<file path="src/rtl/llf_pkg.sv">
// Shared types, codes and the prefix table of the line and length deframer.
`default_nettype none
package llf_pkg;

    localparam logic [7:0] NEWLINE     = 8'h0A;
    localparam logic [2:0] PREFIX_LAST = 3'd4;   // index of the final prefix character
    localparam int         QUEUE_DEPTH = 4;
    localparam int         QUEUE_AW    = $clog2(QUEUE_DEPTH);

    localparam logic KIND_TEXT = 1'b0;
    localparam logic KIND_FILE = 1'b1;

    // One classified input byte: a flush of held prefix characters and/or one
    // single result.
    typedef struct packed {
        logic [2:0] flush_cnt;
        logic       flush_last;
        logic       single_vld;
        logic [7:0] data;
        logic       has_byte;
        logic       is_last;
        logic       kind;
    } t_action;

    // Characters of the header prefix "POST ".
    function automatic logic [7:0] prefix_char(input logic [2:0] idx);
        logic [7:0] ch;
        case (idx)
            3'd0:    ch = 8'h50;  // P
            3'd1:    ch = 8'h4F;  // O
            3'd2:    ch = 8'h53;  // S
            3'd3:    ch = 8'h54;  // T
            3'd4:    ch = 8'h20;  // space
            default: ch = 8'h00;
        endcase
        return ch;
    endfunction

endpackage
`default_nettype wire

</file>
<file path="src/rtl/llf_if.sv">
// Valid/ready channel interfaces for the deframer input bytes and result items.
`default_nettype none
interface llf_in_if;
    logic       valid;
    logic       ready;
    logic [7:0] byte_in;

    modport source (output valid, output byte_in, input ready);
    modport sink   (input valid, input byte_in, output ready);
endinterface

interface llf_out_if;
    logic       valid;
    logic       ready;
    logic [7:0] out_byte;
    logic       has_byte;
    logic       is_last;
    logic       message_kind;

    modport source (output valid, output out_byte, output has_byte, output is_last,
                    output message_kind, input ready);
    modport sink   (input valid, input out_byte, input has_byte, input is_last,
                    input message_kind, output ready);
endinterface
`default_nettype wire

</file>
<file path="src/rtl/line_and_length_deframer_top.sv">
// Text bytes are held one byte back so the final byte of a line can carry is_last;
// results pass through the action queue and then the back end's output register.
// Throughput: one byte per cycle unless the queue is full; a failed prefix match flushes
// up to four held characters, one result item per cycle from the output register while the sink is ready.
// Reset (synchronous, active low) returns to line start and empties the queue.
`default_nettype none
module line_and_length_deframer_top #(
    parameter int LENGTH_BITS = 20
) (
    input  wire logic   i_clk,
    input  wire logic   i_rst_n,
    llf_in_if.sink      i_in,
    llf_out_if.source   o_out
);
    import llf_pkg::*;

    logic    push, pop, full, empty;
    t_action action, head;

    // Front end: classify each byte, update framing state, issue an action.
    llf_front #(
        .LENGTH_BITS(LENGTH_BITS)
    ) u_front (
        .i_clk    (i_clk),
        .i_rst_n  (i_rst_n),
        .i_valid  (i_in.valid),
        .i_byte   (i_in.byte_in),
        .i_full   (full),
        .o_ready  (i_in.ready),
        .o_push   (push),
        .o_action (action)
    );

    // Decouple parsing from result delivery so each side stalls on its own.
    llf_queue u_queue (
        .i_clk   (i_clk),
        .i_rst_n (i_rst_n),
        .i_push  (push),
        .i_data  (action),
        .i_pop   (pop),
        .o_full  (full),
        .o_empty (empty),
        .o_head  (head)
    );

    // Back end: expand each action into one or more result items.
    llf_back u_back (
        .i_clk          (i_clk),
        .i_rst_n        (i_rst_n),
        .i_empty        (empty),
        .i_head         (head),
        .i_out_ready    (o_out.ready),
        .o_pop          (pop),
        .o_valid        (o_out.valid),
        .o_out_byte     (o_out.out_byte),
        .o_has_byte     (o_out.has_byte),
        .o_is_last      (o_out.is_last),
        .o_message_kind (o_out.message_kind)
    );

endmodule
`default_nettype wire

</file>
<file path="src/rtl/llf_front.sv">
// Front end: parses each byte, tracks framing state and issues actions.
`default_nettype none
module llf_front #(
    parameter int LENGTH_BITS = 20
) (
    input  wire logic            i_clk,
    input  wire logic            i_rst_n,
    input  wire logic            i_valid,
    input  wire logic [7:0]      i_byte,
    input  wire logic            i_full,
    output logic                 o_ready,
    output logic                 o_push,
    output llf_pkg::t_action     o_action
);
    import llf_pkg::*;

    typedef enum logic [1:0] {
        MODE_START,
        MODE_TEXT,
        MODE_HEADER,
        MODE_PAYLOAD
    } t_mode;

    localparam logic [LENGTH_BITS-1:0]   LEN_MAX  = {LENGTH_BITS{1'b1}};
    localparam logic [LENGTH_BITS+3:0]   WIDE_MAX = {4'b0000, LEN_MAX};

    t_mode                  r_mode, n_mode;
    logic [2:0]             r_matched, n_matched;
    logic [LENGTH_BITS-1:0] r_accum, n_accum;
    logic                   r_ended, n_ended;
    logic [LENGTH_BITS-1:0] r_left, n_left;
    logic [7:0]             r_held, n_held;

    logic                   accept;
    logic                   is_nl;
    logic                   is_digit;
    logic [LENGTH_BITS+3:0] wide;

    assign o_ready  = !i_full;
    assign accept   = i_valid && !i_full;
    assign is_nl    = (i_byte == NEWLINE);
    assign is_digit = (i_byte >= 8'h30) && (i_byte <= 8'h39);
    // accum * 10 + digit, four bits wider headroom for saturation
    assign wide = {1'b0, r_accum, 3'b000} + {3'b000, r_accum, 1'b0}
                + {{(LENGTH_BITS){1'b0}}, i_byte[3:0]};

    always_comb begin
        n_mode    = r_mode;
        n_matched = r_matched;
        n_accum   = r_accum;
        n_ended   = r_ended;
        n_left    = r_left;
        n_held    = r_held;
        o_push    = 1'b0;
        o_action  = '0;
        case (r_mode)
            MODE_START: begin
                if (i_byte == prefix_char(r_matched)) begin
                    if (r_matched == PREFIX_LAST) begin
                        n_matched = '0;
                        n_accum   = '0;
                        n_ended   = 1'b0;
                        n_mode    = MODE_HEADER;
                    end else begin
                        n_matched = r_matched + 3'd1;
                    end
                end else if (is_nl) begin
                    o_push = 1'b1;
                    if (r_matched == 3'd0) begin
                        o_action.single_vld = 1'b1;
                        o_action.is_last    = 1'b1;
                        o_action.kind       = KIND_TEXT;
                    end else begin
                        o_action.flush_cnt  = r_matched;
                        o_action.flush_last = 1'b1;
                    end
                    n_matched = '0;
                end else begin
                    o_push             = (r_matched != 3'd0);
                    o_action.flush_cnt = r_matched;
                    n_matched          = '0;
                    n_held             = i_byte;
                    n_mode             = MODE_TEXT;
                end
            end
            MODE_TEXT: begin
                o_push              = 1'b1;
                o_action.single_vld = 1'b1;
                o_action.data       = r_held;
                o_action.has_byte   = 1'b1;
                o_action.is_last    = is_nl;
                o_action.kind       = KIND_TEXT;
                if (is_nl) begin
                    n_mode = MODE_START;
                end else begin
                    n_held = i_byte;
                end
            end
            MODE_HEADER: begin
                if (is_nl) begin
                    if (r_accum == '0) begin
                        o_push              = 1'b1;
                        o_action.single_vld = 1'b1;
                        o_action.is_last    = 1'b1;
                        o_action.kind       = KIND_FILE;
                        n_mode              = MODE_START;
                    end else begin
                        n_left = r_accum;
                        n_mode = MODE_PAYLOAD;
                    end
                    n_accum = '0;
                    n_ended = 1'b0;
                end else if (!r_ended && is_digit) begin
                    n_accum = (wide > WIDE_MAX) ? LEN_MAX : wide[LENGTH_BITS-1:0];
                end else begin
                    n_ended = 1'b1;
                end
            end
            MODE_PAYLOAD: begin
                o_push              = 1'b1;
                o_action.single_vld = 1'b1;
                o_action.data       = i_byte;
                o_action.has_byte   = 1'b1;
                o_action.kind       = KIND_FILE;
                if (r_left <= {{(LENGTH_BITS-1){1'b0}}, 1'b1}) begin
                    o_action.is_last = 1'b1;
                    n_left           = '0;
                    n_mode           = MODE_START;
                end else begin
                    n_left = r_left - {{(LENGTH_BITS-1){1'b0}}, 1'b1};
                end
            end
            default: begin
                n_mode = MODE_START;
            end
        endcase
        if (!accept) begin
            o_push = 1'b0;
        end
    end

    always_ff @(posedge i_clk) begin
        if (!i_rst_n) begin
            r_mode    <= MODE_START;
            r_matched <= '0;
            r_accum   <= '0;
            r_ended   <= 1'b0;
            r_left    <= '0;
        end else if (accept) begin
            r_mode    <= n_mode;
            r_matched <= n_matched;
            r_accum   <= n_accum;
            r_ended   <= n_ended;
            r_left    <= n_left;
        end
    end

    always_ff @(posedge i_clk) begin
        if (accept) begin
            r_held <= n_held;
        end
    end

endmodule
`default_nettype wire

</file>
<file path="src/rtl/llf_queue.sv">
// Short action queue between the front end and the back end.
`default_nettype none
module llf_queue (
    input  wire logic             i_clk,
    input  wire logic             i_rst_n,
    input  wire logic             i_push,
    input  llf_pkg::t_action      i_data,
    input  wire logic             i_pop,
    output logic                  o_full,
    output logic                  o_empty,
    output llf_pkg::t_action      o_head
);
    import llf_pkg::*;

    t_action              r_mem [QUEUE_DEPTH];
    logic [QUEUE_AW-1:0]  r_wr, r_rd;
    logic [QUEUE_AW:0]    r_cnt;

    assign o_full  = (r_cnt == QUEUE_AW'(0) + (QUEUE_AW+1)'(QUEUE_DEPTH));
    assign o_empty = (r_cnt == '0);
    assign o_head  = r_mem[r_rd];

    always_ff @(posedge i_clk) begin
        if (i_push) begin
            r_mem[r_wr] <= i_data;
        end
    end

    always_ff @(posedge i_clk) begin
        if (!i_rst_n) begin
            r_wr  <= '0;
            r_rd  <= '0;
            r_cnt <= '0;
        end else begin
            if (i_push) begin
                r_wr <= r_wr + QUEUE_AW'(1);
            end
            if (i_pop) begin
                r_rd <= r_rd + QUEUE_AW'(1);
            end
            case ({i_push, i_pop})
                2'b10:   r_cnt <= r_cnt + (QUEUE_AW+1)'(1);
                2'b01:   r_cnt <= r_cnt - (QUEUE_AW+1)'(1);
                default: r_cnt <= r_cnt;
            endcase
        end
    end

endmodule
`default_nettype wire

</file>
<file path="src/rtl/llf_back.sv">
// Back end: expands queued actions into result items behind an output register.
`default_nettype none
module llf_back (
    input  wire logic             i_clk,
    input  wire logic             i_rst_n,
    input  wire logic             i_empty,
    input  llf_pkg::t_action      i_head,
    input  wire logic             i_out_ready,
    output logic                  o_pop,
    output logic                  o_valid,
    output logic [7:0]            o_out_byte,
    output logic                  o_has_byte,
    output logic                  o_is_last,
    output logic                  o_message_kind
);
    import llf_pkg::*;

    logic [2:0] r_idx;
    logic       r_vld;
    logic [7:0] r_data;
    logic       r_has, r_last, r_kind;

    logic       load;
    logic       done;
    logic       at_end;
    logic [7:0] n_data;
    logic       n_has, n_last, n_kind;

    assign load   = !i_empty && (!r_vld || i_out_ready);
    assign at_end = (r_idx + 3'd1 == i_head.flush_cnt);

    always_comb begin
        if (r_idx < i_head.flush_cnt) begin
            n_data = prefix_char(r_idx);
            n_has  = 1'b1;
            n_last = i_head.flush_last && at_end;
            n_kind = KIND_TEXT;
            done   = at_end && !i_head.single_vld;
        end else begin
            n_data = i_head.data;
            n_has  = i_head.has_byte;
            n_last = i_head.is_last;
            n_kind = i_head.kind;
            done   = 1'b1;
        end
    end

    assign o_pop = load && done;

    always_ff @(posedge i_clk) begin
        if (!i_rst_n) begin
            r_vld <= 1'b0;
            r_idx <= '0;
        end else if (load) begin
            r_vld <= 1'b1;
            r_idx <= done ? 3'd0 : r_idx + 3'd1;
        end else if (i_out_ready) begin
            r_vld <= 1'b0;
        end
    end

    always_ff @(posedge i_clk) begin
        if (load) begin
            r_data <= n_data;
            r_has  <= n_has;
            r_last <= n_last;
            r_kind <= n_kind;
        end
    end

    assign o_valid        = r_vld;
    assign o_out_byte     = r_data;
    assign o_has_byte     = r_has;
    assign o_is_last      = r_last;
    assign o_message_kind = r_kind;

endmodule
`default_nettype wire
</file>
<file path="src/flat_wrapper.sv">
// flat-port wrapper written by rule: the top's interface ports become plain ports
module line_and_length_deframer_top_flat import llf_pkg::*;
#(
    parameter int LENGTH_BITS = 20
)
  (i_clk, i_rst_n, i_in_valid, i_in_byte_in, i_in_ready, o_out_valid, o_out_out_byte, o_out_has_byte, o_out_is_last, o_out_message_kind, o_out_ready);
  llf_in_if i_in_i ();
  llf_out_if o_out_i ();
  input  wire logic i_clk;
  input  wire logic i_rst_n;
  input wire logic [$bits(i_in_i.valid)-1:0] i_in_valid;
  input wire logic [$bits(i_in_i.byte_in)-1:0] i_in_byte_in;
  output wire logic [$bits(i_in_i.ready)-1:0] i_in_ready;
  output wire logic [$bits(o_out_i.valid)-1:0] o_out_valid;
  output wire logic [$bits(o_out_i.out_byte)-1:0] o_out_out_byte;
  output wire logic [$bits(o_out_i.has_byte)-1:0] o_out_has_byte;
  output wire logic [$bits(o_out_i.is_last)-1:0] o_out_is_last;
  output wire logic [$bits(o_out_i.message_kind)-1:0] o_out_message_kind;
  input wire logic [$bits(o_out_i.ready)-1:0] o_out_ready;
  assign i_in_i.valid = i_in_valid;
  assign i_in_i.byte_in = i_in_byte_in;
  assign i_in_ready = i_in_i.ready;
  assign o_out_valid = o_out_i.valid;
  assign o_out_out_byte = o_out_i.out_byte;
  assign o_out_has_byte = o_out_i.has_byte;
  assign o_out_is_last = o_out_i.is_last;
  assign o_out_message_kind = o_out_i.message_kind;
  assign o_out_i.ready = o_out_ready;
  line_and_length_deframer_top #(.LENGTH_BITS(LENGTH_BITS)) u_core (.i_clk(i_clk), .i_rst_n(i_rst_n), .i_in(i_in_i), .o_out(o_out_i));
endmodule
</file>
<file path="config.mk">
export PLATFORM = sky130hd
export DESIGN_NAME = line_and_length_deframer_top_flat
export DESIGN_NICKNAME = d
export VERILOG_FILES = /design/src/rtl/llf_pkg.sv /design/src/rtl/llf_if.sv /design/src/rtl/line_and_length_deframer_top.sv /design/src/rtl/llf_front.sv /design/src/rtl/llf_queue.sv /design/src/rtl/llf_back.sv /design/src/flat_wrapper.sv
export SDC_FILE = /design/constraint.sdc
export NUM_CORES = 1
export LEC_CHECK = 0
export ABC_AREA = 1
export BUFFER_PORTS_ARGS = -buffer_cell sky130_fd_sc_hd__clkbuf_2
export CAP_MARGIN = 20
export CORE_MARGIN = 3
export CORE_UTILIZATION = 25
export CTS_CLUSTER_SIZE = 28
export DETAILED_ROUTE_END_ITERATION = 10
export PLACE_DENSITY_LB_ADDON = 0.05
export SYNTH_ARGS = -nofsm -noshare
export SYNTH_HDL_FRONTEND = slang
export SYNTH_SLANG_ARGS = --single-unit
</file>
<file path="constraint.sdc">
create_clock -name i_clk -period 3.5 [get_ports i_clk]
set_input_delay 0.525 -clock i_clk [delete_from_list [all_inputs] [get_ports i_clk]]
set_output_delay 0.525 -clock i_clk [all_outputs]
set_load 0.01 [all_outputs]
</file>
==> results of run 1 <==
cell families after synthesis:
logic type / Yosys count
xor gates and xnor gates: 34
adders and majority gates: 62
buffers and inverters: 164
DFF: 142
and+or+nand+nor: 514
AOI/OAI and AO/OA: 172
final cells by class:
class / instances / area (um^2) / share of cell area (%)
Timing Repair Buffer: 44 / 270 / 2.73
Clock inverter: 15 / 151 / 1.53
Multi-Input combinational cell: 782 / 4330 / 43.7
Tap cell: 448 / 561 / 5.67
Inverter: 129 / 484 / 4.90
Clock buffer: 17 / 425 / 4.30
Sequential cell: 142 / 3670 / 37.1
metal layers:
metal	track usage, %	vias up
met1	20.2	3309
li1	-	3669
met3	2.21	23
met5	0	-
met4	4.23	0
met2	24.7	72
placed cells by master, fill, tap and decap left out, types with 6 or more instances in the layout:
cell	instances
nand2_1	255
buf_4	20
nand3_1	71
clkbuf_2	24
xnor2_1	13
a221o_1	6
nor3_1	14
dfxtp_1	59
ha_1	59
a21oi_2	20
a21oi_1	73
edfxtp_1	83
inv_1	126
xor2_1	21
clkbuf_16	17
nor2_1	136
nand4_1	16
o21bai_1	8
o21ai_0	43
through the flow:
stage / power, mW / util, % / cells
finish: 6.17 / 29.3 / 1577
global route: 6.64 / 29.3 / 1577
CTS: 6.30 / 29.3 / 1577
detailed placement: 4.44 / 27.6 / 1545
global placement: 4.46 / 27.6 / 1545
floorplan: 3.70 / - / 1088
worst max-delay path, delay by kind of cell, from the launching register on:
family / cells / cell delay (ns)
AOI/OAI and AO/OA: 1 / 0.05
adders and majority gates: 2 / 0.99
buffers and inverters: 1 / 0.26
DFF: 1 / 0.50
and+or+nand+nor: 9 / 1.00
state kept, by name (all words and copies together), names as in the netlist, named ones only:
register                      count
u_core.u_front.r_mode             2
u_core.u_back.o_out_byte          8
u_core.u_front.r_accum           20
u_core.u_queue.r_mem             64
u_core.u_queue.r_cnt              3
u_core.u_front.r_ended            1
u_core.u_back.o_has_byte          1
u_core.u_queue.r_rd               2
u_core.u_front.r_held             8
u_core.u_back.o_is_last           1
u_core.u_back.o_message_kind      1
u_core.u_front.r_left            20
u_core.u_back.r_idx               3
u_core.u_queue.r_wr               2
u_core.u_front.r_matched          3
u_core.u_back.o_valid             1
cell usage after synthesis (19+ instances only):
library cell | count | share of area (%)
nand2_1 | 255 | 11
nor2_1 | 136 | 5.9
inv_1 | 127 | 5.5
edfxtp_1 | 83 | 29
a21oi_1 | 73 | 4.2
nand3_1 | 71 | 4.1
dfxtp_1 | 59 | 14
ha_1 | 59 | 8.5
o21ai_0 | 43 | 2.5
xor2_1 | 21 | 2.1
a21oi_2 | 20 | 2.0
clkbuf_1 | 19 | 0.83
worst max-delay path by stage:
stage / startpoint / end / slack (ns) / depth (start not counted)
after floorplan: register / u_core.u_queue.r_cnt[2] / 0.48 / 18
after global placement: i_in_byte_in[3] / u_core.u_front.r_accum[13] / 0.32 / 14
after detailed placement: i_in_byte_in[3] / u_core.u_front.r_accum[10] / 0.32 / 14
after CTS: u_core.u_front.r_accum[2] / u_core.u_front.r_accum[10] / 0.51 / 13
after global routing: register / u_core.u_queue.r_cnt[2] / 0.12 / 17
final: u_core.u_front.r_accum[2] / u_core.u_front.r_accum[8] / 0.54 / 13
power by group through the flow:
stage	Clock, mW	Sequential (mW)	Combinational, mW
6_report	1.83	2.26	2.08
5_1_grt	1.95	2.29	2.40
4_1_cts	1.89	2.26	2.15
3_5_place_dp	0	2.30	2.14
3_3_place_gp	0	2.30	2.16
2_1_floorplan	0	2.30	1.40
==> impl_metrics.toml, run 1 <==
[worst_setup_path]
cp_slowest_stage_delay_ns = 0.52
crit_top_cell = "nand3_1"
rr_startpoint = "u_core.u_front.r_accum[2]"
cp_data_required_time_ns = 3.79
r2r_end = "u_core.u_front.r_accum[8]"
r2r_slack_ns = 0.54
critPathMaxFanout = 20
criticalPathCategory = "reg2reg"
endpoint_kind = "register"
crit_path_cell_trace = "fa_1 -> fa_1 -> nand3_1 -> nand3_1 -> nand4_1 -> nand3_1 -> nand2_1 -> nand2_1 -> nor2_1 -> buf_4 -> nand3_1 -> nand2_1 -> a21oi_2"
cp.arrival_ns = 3.26
reg2reg_depth = 13
start_kind = "register"
cp_slowest_cell = "fa_1"

[status]
run_status = "complete, no violations"

[clocking]
clock_sinks = 142
cts_buffers = 17
cts_root_buffer = "clkbuf_16"
clkTransAtPathRegs_ns = 0.07
cts_buffer_depth = 2
cts_tree = "built"
htreeDepth = 4
worstSkewPairLatency_ns = 0.43
holdBufCountCts = 0
cts_setup_buffers = 0
ctsResizeCount = 0

[grt]
grt_start_max_net_pins = 39
overflow = 0
antenna_found_initial = 0
grt_pass1_vias = 7102
grt_first_pass_wirelength_um = 42000
track_usage_pct = 14.9

[route]
drt-pass1-iter-count = 5
drtIter0Drc = 340
dr.max_layer_used = "met4"
drt-total-wl_um = 26500
vias_per_cell = 4.49
wl_met3_um = 515
wire_per_inst_um = 16.8
dr_wl_met2_um = 12600
ant_nets = 0
drc = 0
met1_length_um = 13000
vias = 7073

[hold_path]
min_from = "i_in_byte_in[7]"
holdPathStages = 1
hp-class = "in2reg"
hold-path-endpoint = "u_core.u_front.r_held[7]"

[placed_design]
hpwl_um = 19600
dpl_cell_area_um2 = 9310
place.gp.congestion = 0.802
port_buffers = 24
preCtsSetupSlack_ns = 0.317

[final_layout]
final_area_um2 = 9890
antenna_cells = 0
fin_nets = 1190
drive_gt1_share_pct = 9.74
syn_to_final_growth_pct = 14.4
n_fill_cell = 3674

[power]
power_frac_clock_pct = 29.7
p_int_mw = 3.82
p_seq_share_pct = 36.6
p_comb_share_pct = 33.7
p_leak_nw = 4.47
swShare_pct = 38.0
pwr_density_cell_nw_per_um2 = 623
vdd_drop_max_v = 0.000319
switchingPower_mw = 2.34

[synth]
synth.mux.area_fraction_pct = 0
synth_simple_gate_area_share_pct = 25.2
syn_inst = 1088
synth_edf_count = 83
yosysSeqAreaShare_pct = 42.5
post_synth.cell_area_avg_um2 = 7.95
ys_ff_latch = 142
synth_xor_area_share_pct = 3.44
synthesis.nets = 1162
async_reset_ff_share_pct = 0
synth_flop_cell = "edfxtp_1"
synth_cell_types = 49
synth-adder-area-share_pct = 9.23
synth_top_family_by_area = "simple AND/OR/NAND/NOR gates"
netlist_area_um2 = 8640
synth_compound_area_share_pct = 12.1
synth_warnings = 0

[die]
core_um2 = 33800
placementRows = 67
start_util_pct = 25.6
dieArea_um2 = 36800
die_height_um = 192
ios = 25
die_x_um = 192

[sta]
hold_viol_final = 0
whs_ns = 0.352
fin_ws_ns = 0.535
setup_tns_ns = 0
finalSetupViolCount = 0
period_share_pct = 84.7
clock-skew-final_ns = 0.0147
worstMarginPinSlew_ns = 1.03
fin_crit_ns = 2.96
slew_viol_final = 0
relSlewSlack_pct = 31.2
rsz0062_at_grt = "false"
fmax_mhz = 337

[run]
drv_cap = 0
(Power assumes the default switching activity.)
==> inputs of run 2 (changes only) <==
==> constraint.sdc (replaced) <==
create_clock -name i_clk -period 2.4 [get_ports i_clk]
set_input_delay 0.36 -clock i_clk [delete_from_list [all_inputs] [get_ports i_clk]]
set_output_delay 0.36 -clock i_clk [all_outputs]
set_load 0.01 [all_outputs]
==> impl_metrics.toml, run 2 (synthesis results as in run 1) <==
[status]
run_status = "complete, but fails checks"
violations = "setup timing"

[sta]
fmax_mhz = 385
clock-skew-final_ns = 0.0136
fin_ws_ns = -0.194
worstMarginPinSlew_ns = 0.571
slew_viol_final = 0
rsz0062_at_grt = "true"
hold_viol_final = 0
fin_crit_ns = 2.59
relSlewSlack_pct = 61.5
finalSetupViolCount = 21
setup_tns_ns = -2.77
period_share_pct = 108

[worst_setup_path]
criticalPathCategory = "reg2reg"
endpoint_kind = "register"
critPathMaxFanout = 5
cp.arrival_ns = 2.90
cp_data_required_time_ns = 2.70
start_kind = "register"
reg2reg_depth = 16

[power]
p_seq_share_pct = 34.7
p_total_mw = 9.55
p_comb_share_pct = 38.9
swShare_pct = 37.2
pwr_density_cell_nw_per_um2 = 825
p_leak_nw = 5.26
switchingPower_mw = 3.56
vdd_drop_max_v = 0.000465
p_int_mw = 5.99
power_frac_clock_pct = 26.4

[route]
drtIter0Drc = 293
vias = 7499
drt-pass1-iter-count = 5
drc = 0
drt-total-wl_um = 26700
wire_per_inst_um = 15.6
vias_per_cell = 4.37
ant_nets = 0

[grt]
grt_pass1_vias = 7444
grt_first_pass_wirelength_um = 42100
antenna_found_initial = 0
track_usage_pct = 14.9
overflow = 0
grt_start_max_net_pins = 27

[clocking]
worstSkewPairLatency_ns = 0.43
clkTransAtPathRegs_ns = 0.07
clock_sinks = 142
cts_buffer_depth = 2
cts_root_buffer = "clkbuf_16"
htreeDepth = 4
cts_tree = "built"
cts_buffers = 17

[die]
start_util_pct = 25.6
die_height_um = 192
ios = 25
core_um2 = 33800
die_x_um = 192
placementRows = 67
dieArea_um2 = 36800

[final_layout]
reg_top3 = "u_core.u_queue.r_mem: 64 flops, u_core.u_front.r_accum: 20 flops, u_core.u_front.r_left: 20 flops"
syn_to_final_growth_pct = 33.9
antenna_cells = 0
drive_gt1_share_pct = 28.4
largest_reg_flops = 64
final_common_cell = "nand2_1"
fin_nets = 1329
final_cell_mix = "238 x nand2_1, 146 x buf_4, 121 x nor2_1"
top_register = "u_core.u_queue.r_mem"

[run]
drv_cap = 0

[hold_path]
hp-class = "in2reg"
holdPathStages = 1

[placed_design]
port_buffers = 24
place.gp.congestion = 0.765
hpwl_um = 20100
## run 2: changes by cell type in the layout (fill, tap and decap cells not counted), moves of 10 or more
cell / before / now
nand2_2: 1 / 16
ha_1: 59 / 38
ha_4: 0 / 16
dfxtp_1: 59 / 42
buf_4: 20 / 146
dfxtp_2: 0 / 14
nand3_1: 71 / 61
nor2_1: 136 / 121
nor2_2: 1 / 13
nand2_1: 255 / 238
## run 2: power by group through the flow
stage | clock network [mW] | logic, mW | registers (mW)
after global placement | 0 | 3.53 | 3.35
final | 2.52 | 3.72 | 3.31
after CTS | 2.62 | 3.67 | 3.30
after floorplan | 0 | 2.14 | 3.36
after detailed placement | 0 | 3.54 | 3.35
after global routing | 2.72 | 4.23 | 3.36
## run 2: layout make-up
cell class,count,area [um^2]
clock buffer,17,425
clock inverter,15,131
fill,3569,22200
inverter,129,497
multi-input combinational,782,4820
sequential,142,3700
tap,448,561
timing repair buffer,183,1450
## run 2: routing by layer
metal	routed length (um)	global-route usage, %	up-vias	part of all wire, %
li1	-	-	3953	-
met1	12600	19.4	3487	47
met2	13400	26.1	45	50
met3	410	2.28	14	1.5
met4	263	3.44	0	0.99
met5	0	0	-	0
## run 2: what timing repair did
action,in CTS,in global routing
gates resized for setup,59,80
pin swaps,22,35
hold buffers,0,0
setup endpoints to repair,86,113
cloned,2,1
setup buffers,9,5
## run 2: critical path, stage by stage (launching register included)
cell and delay [ns]:
dfxtp_2 0.35, fa_2 0.47, fa_2 0.43, nand3_4 0.12
nor2_4 0.04, nand2_2 0.06, nor2_1 0.04, nor2_1 0.13
nand2_1 0.07, nand2_1 0.07, nand2_2 0.06, nor2_4 0.15
buf_4 0.14, clkbuf_16 0.13, nand3_1 0.07, nand2_1 0.08
a21oi_2 0.05
## run 2: path summary, 6_finish.rpt
path / slack (ns) / start / to
worst min register to register: 0.45 / u_core.u_queue.r_cnt[0] / u_core.u_queue.r_cnt[0]
worst min-delay path: 0.19 / i_in_byte_in[7] / u_core.u_front.r_held[7]
worst max-delay path: -0.19 / u_core.u_front.r_accum[2] / u_core.u_front.r_accum[12]
worst max register to register: -0.19 / u_core.u_front.r_accum[2] / u_core.u_front.r_accum[12]
## run 2: stage by stage
step	cells	setup WS, ns	util (%)	instance area [um^2]	hold slack (ns)
global route	1716	-0.326	34.3	11600	0.174
CTS	1714	-0.134	33.4	11300	0.166
finish	1716	-0.194	34.3	11600	0.188
floorplan	1088	-0.227	-	8710	0.422
detailed placement	1671	-0.348	30.7	10400	0.441
global placement	1671	-0.322	30.7	10400	0.433
==> inputs of run 3 (changes only) <==
--- a/config.mk
+++ b/config.mk
@@ -13,6 +13,7 @@
 export CTS_CLUSTER_SIZE = 28
 export DETAILED_ROUTE_END_ITERATION = 10
 export PLACE_DENSITY_LB_ADDON = 0.05
+export SKIP_CTS_REPAIR_TIMING = 1
 export SYNTH_ARGS = -nofsm -noshare
 export SYNTH_HDL_FRONTEND = slang
 export SYNTH_SLANG_ARGS = --single-unit
==> impl_metrics.toml, run 3 (synthesis results as in run 1) <==
[power]
switchingPower_mw = 3.53
p_int_mw = 5.92
p_leak_nw = 5.34
vdd_drop_max_v = 0.000469
swShare_pct = 37.4
power_frac_clock_pct = 26.8
p_seq_share_pct = 35.0
p_comb_share_pct = 38.3
pwr_density_cell_nw_per_um2 = 790

[hold_path]
min_from = "i_in_byte_in[7]"
holdPathStages = 1
hp-class = "in2reg"
hold-path-endpoint = "u_core.u_front.r_held[7]"

[worst_setup_path]
cp.arrival_ns = 2.86
critPathMaxFanout = 5
cp_slowest_stage_delay_ns = 0.62
crit_path_cell_trace = "fa_2 -> ha_4 -> nand3_1 -> nand2_2 -> buf_6 -> nand3_1 -> nand3_1 -> nand2_1 -> nand2_2 -> nor2_4 -> clkbuf_16 -> nand3_4 -> nand2_2 -> a21oi_2"
cp_slowest_cell = "fa_2"
endpoint_kind = "register"
reg2reg_depth = 14
r2r_end = "u_core.u_front.r_accum[4]"
cp_data_required_time_ns = 2.71
rr_startpoint = "u_core.u_front.r_accum[2]"
r2r_slack_ns = -0.15
start_kind = "register"
worstSetupStartpoint = "u_core.u_front.r_accum[2]"
criticalPathCategory = "reg2reg"

[sta]
fin_crit_ns = 2.55
hold_viol_final = 0
clock-skew-final_ns = 0.0124
rsz0062_at_grt = "true"
slew_viol_final = 0
worstMarginPinSlew_ns = 0.586
fmax_mhz = 392
period_share_pct = 106
relSlewSlack_pct = 60.5
finalSetupViolCount = 21
fin_ws_ns = -0.150

[die]
ios = 25
placementRows = 67
start_util_pct = 25.6
die_height_um = 192
die_x_um = 192
core_um2 = 33800
dieArea_um2 = 36800

[clocking]
cts_tree = "built"
htreeDepth = 4
cts_root_buffer = "clkbuf_16"
worstSkewPairLatency_ns = 0.43
clkTransAtPathRegs_ns = 0.07
clock_sinks = 142
cts_buffer_depth = 2
cts_buffers = 17

[grt]
grt_first_pass_wirelength_um = 41500
overflow = 0
antenna_found_initial = 0
grt_start_max_net_pins = 27
grt_pass1_vias = 7332
track_usage_pct = 14.7

[route]
drt-total-wl_um = 27200
vias_per_cell = 4.40
ant_nets = 0
drc = 0
vias = 7540
drtIter0Drc = 298
wire_per_inst_um = 15.9
drt-pass1-iter-count = 4

[final_layout]
antenna_cells = 0
final_cell_mix = "219 x nand2_1, 141 x buf_4, 122 x nor2_1"
final_common_cell = "nand2_1"
largest_reg_flops = 64
fin_nets = 1325
top_register = "u_core.u_queue.r_mem"
n_fill_cell = 3520
final_cells = 1712
syn_to_final_growth_pct = 38.3
reg_top3 = "u_core.u_queue.r_mem: 64 flops, u_core.u_front.r_accum: 20 flops, u_core.u_front.r_left: 20 flops"
drive_gt1_share_pct = 32.2

[placed_design]
hpwl_um = 20100
place.gp.congestion = 0.765
preCtsSetupSlack_ns = -0.348
port_buffers = 24
dpl.cell_count = 1671

[status]
run_status = "complete, but fails checks"
violations = "setup timing"

[run]
drv_cap = 0
run 3: cell count changes in the layout (fill, tap and decap cells not counted), sizes merged:
cell | previous run | this run
clkbuf | 42 | 45
buf | 158 | 151
run 3: worst max-delay path: cells and delay by family, from the launching register on:
kind	cells	cell delay, ns
AO/OA/AOI/OAI	1	0.04
buffers and inverters	2	0.36
adder cells (fa/ha/maj)	2	0.83
flip-flops	1	0.34
AND/OR/NAND/NOR	9	0.85
run 3: layer usage:
metal / global-route usage (%) / wire [um]
met1: 19.1 / 12800
met2: 25.8 / 13600
met3: 2.26 / 507
met4: 3.13 / 306
met5: 0 / 0
run 3: through the flow:
| stage | area (um^2) | TNS [ns] | power, mW | util, % | hold WS (ns) |
|---|---|---|---|---|---|
| 2_1_floorplan | 8710 | -11.60 | 5.50 | - | 0.422 |
| 3_3_place_gp | 10400 | -10.78 | 6.88 | 30.7 | 0.433 |
| 3_5_place_dp | 10400 | -9.62 | 6.88 | 30.7 | 0.441 |
| 4_1_cts | 10900 | -8.99 | 9.46 | 32.3 | 0.166 |
| 5_1_grt | 12000 | -5.38 | 10.2 | 35.4 | 0.174 |
| 6_report | 12000 | -2.50 | 9.44 | 35.4 | 0.187 |
run 3: area by class of cell:
| cell class | count | area [um^2] | share of cell area [%] |
|---|---|---|---|
| timing repair buffer | 179 | 1460 | 12.2 |
| tap | 448 | 561 | 4.69 |
| inverter | 129 | 489 | 4.09 |
| clock buffer | 17 | 425 | 3.56 |
| clock inverter | 15 | 131 | 1.10 |
| multi-input combinational | 782 | 5180 | 43.3 |
| sequential | 142 | 3710 | 31.0 |
run 3: worst max-delay path by stage:
| stage | to | cells past startpoint |
|---|---|---|
| floorplan | u_core.u_queue.r_cnt[2] | 18 |
| global placement | u_core.u_front.r_accum[8] | 16 |
| detailed placement | u_core.u_front.r_accum[13] | 14 |
| CTS | u_core.u_front.r_accum[11] | 13 |
| global route | u_core.u_queue.r_cnt[2] | 16 |
| finish | u_core.u_front.r_accum[4] | 14 |
run 3: power groups by stage:
stage,registers [mW],clock network (mW),logic [mW]
3_5_place_dp,3.35,0,3.54
6_report,3.30,2.53,3.61
5_1_grt,3.35,2.72,4.13
2_1_floorplan,3.36,0,2.14
4_1_cts,3.29,2.62,3.55
3_3_place_gp,3.35,0,3.53
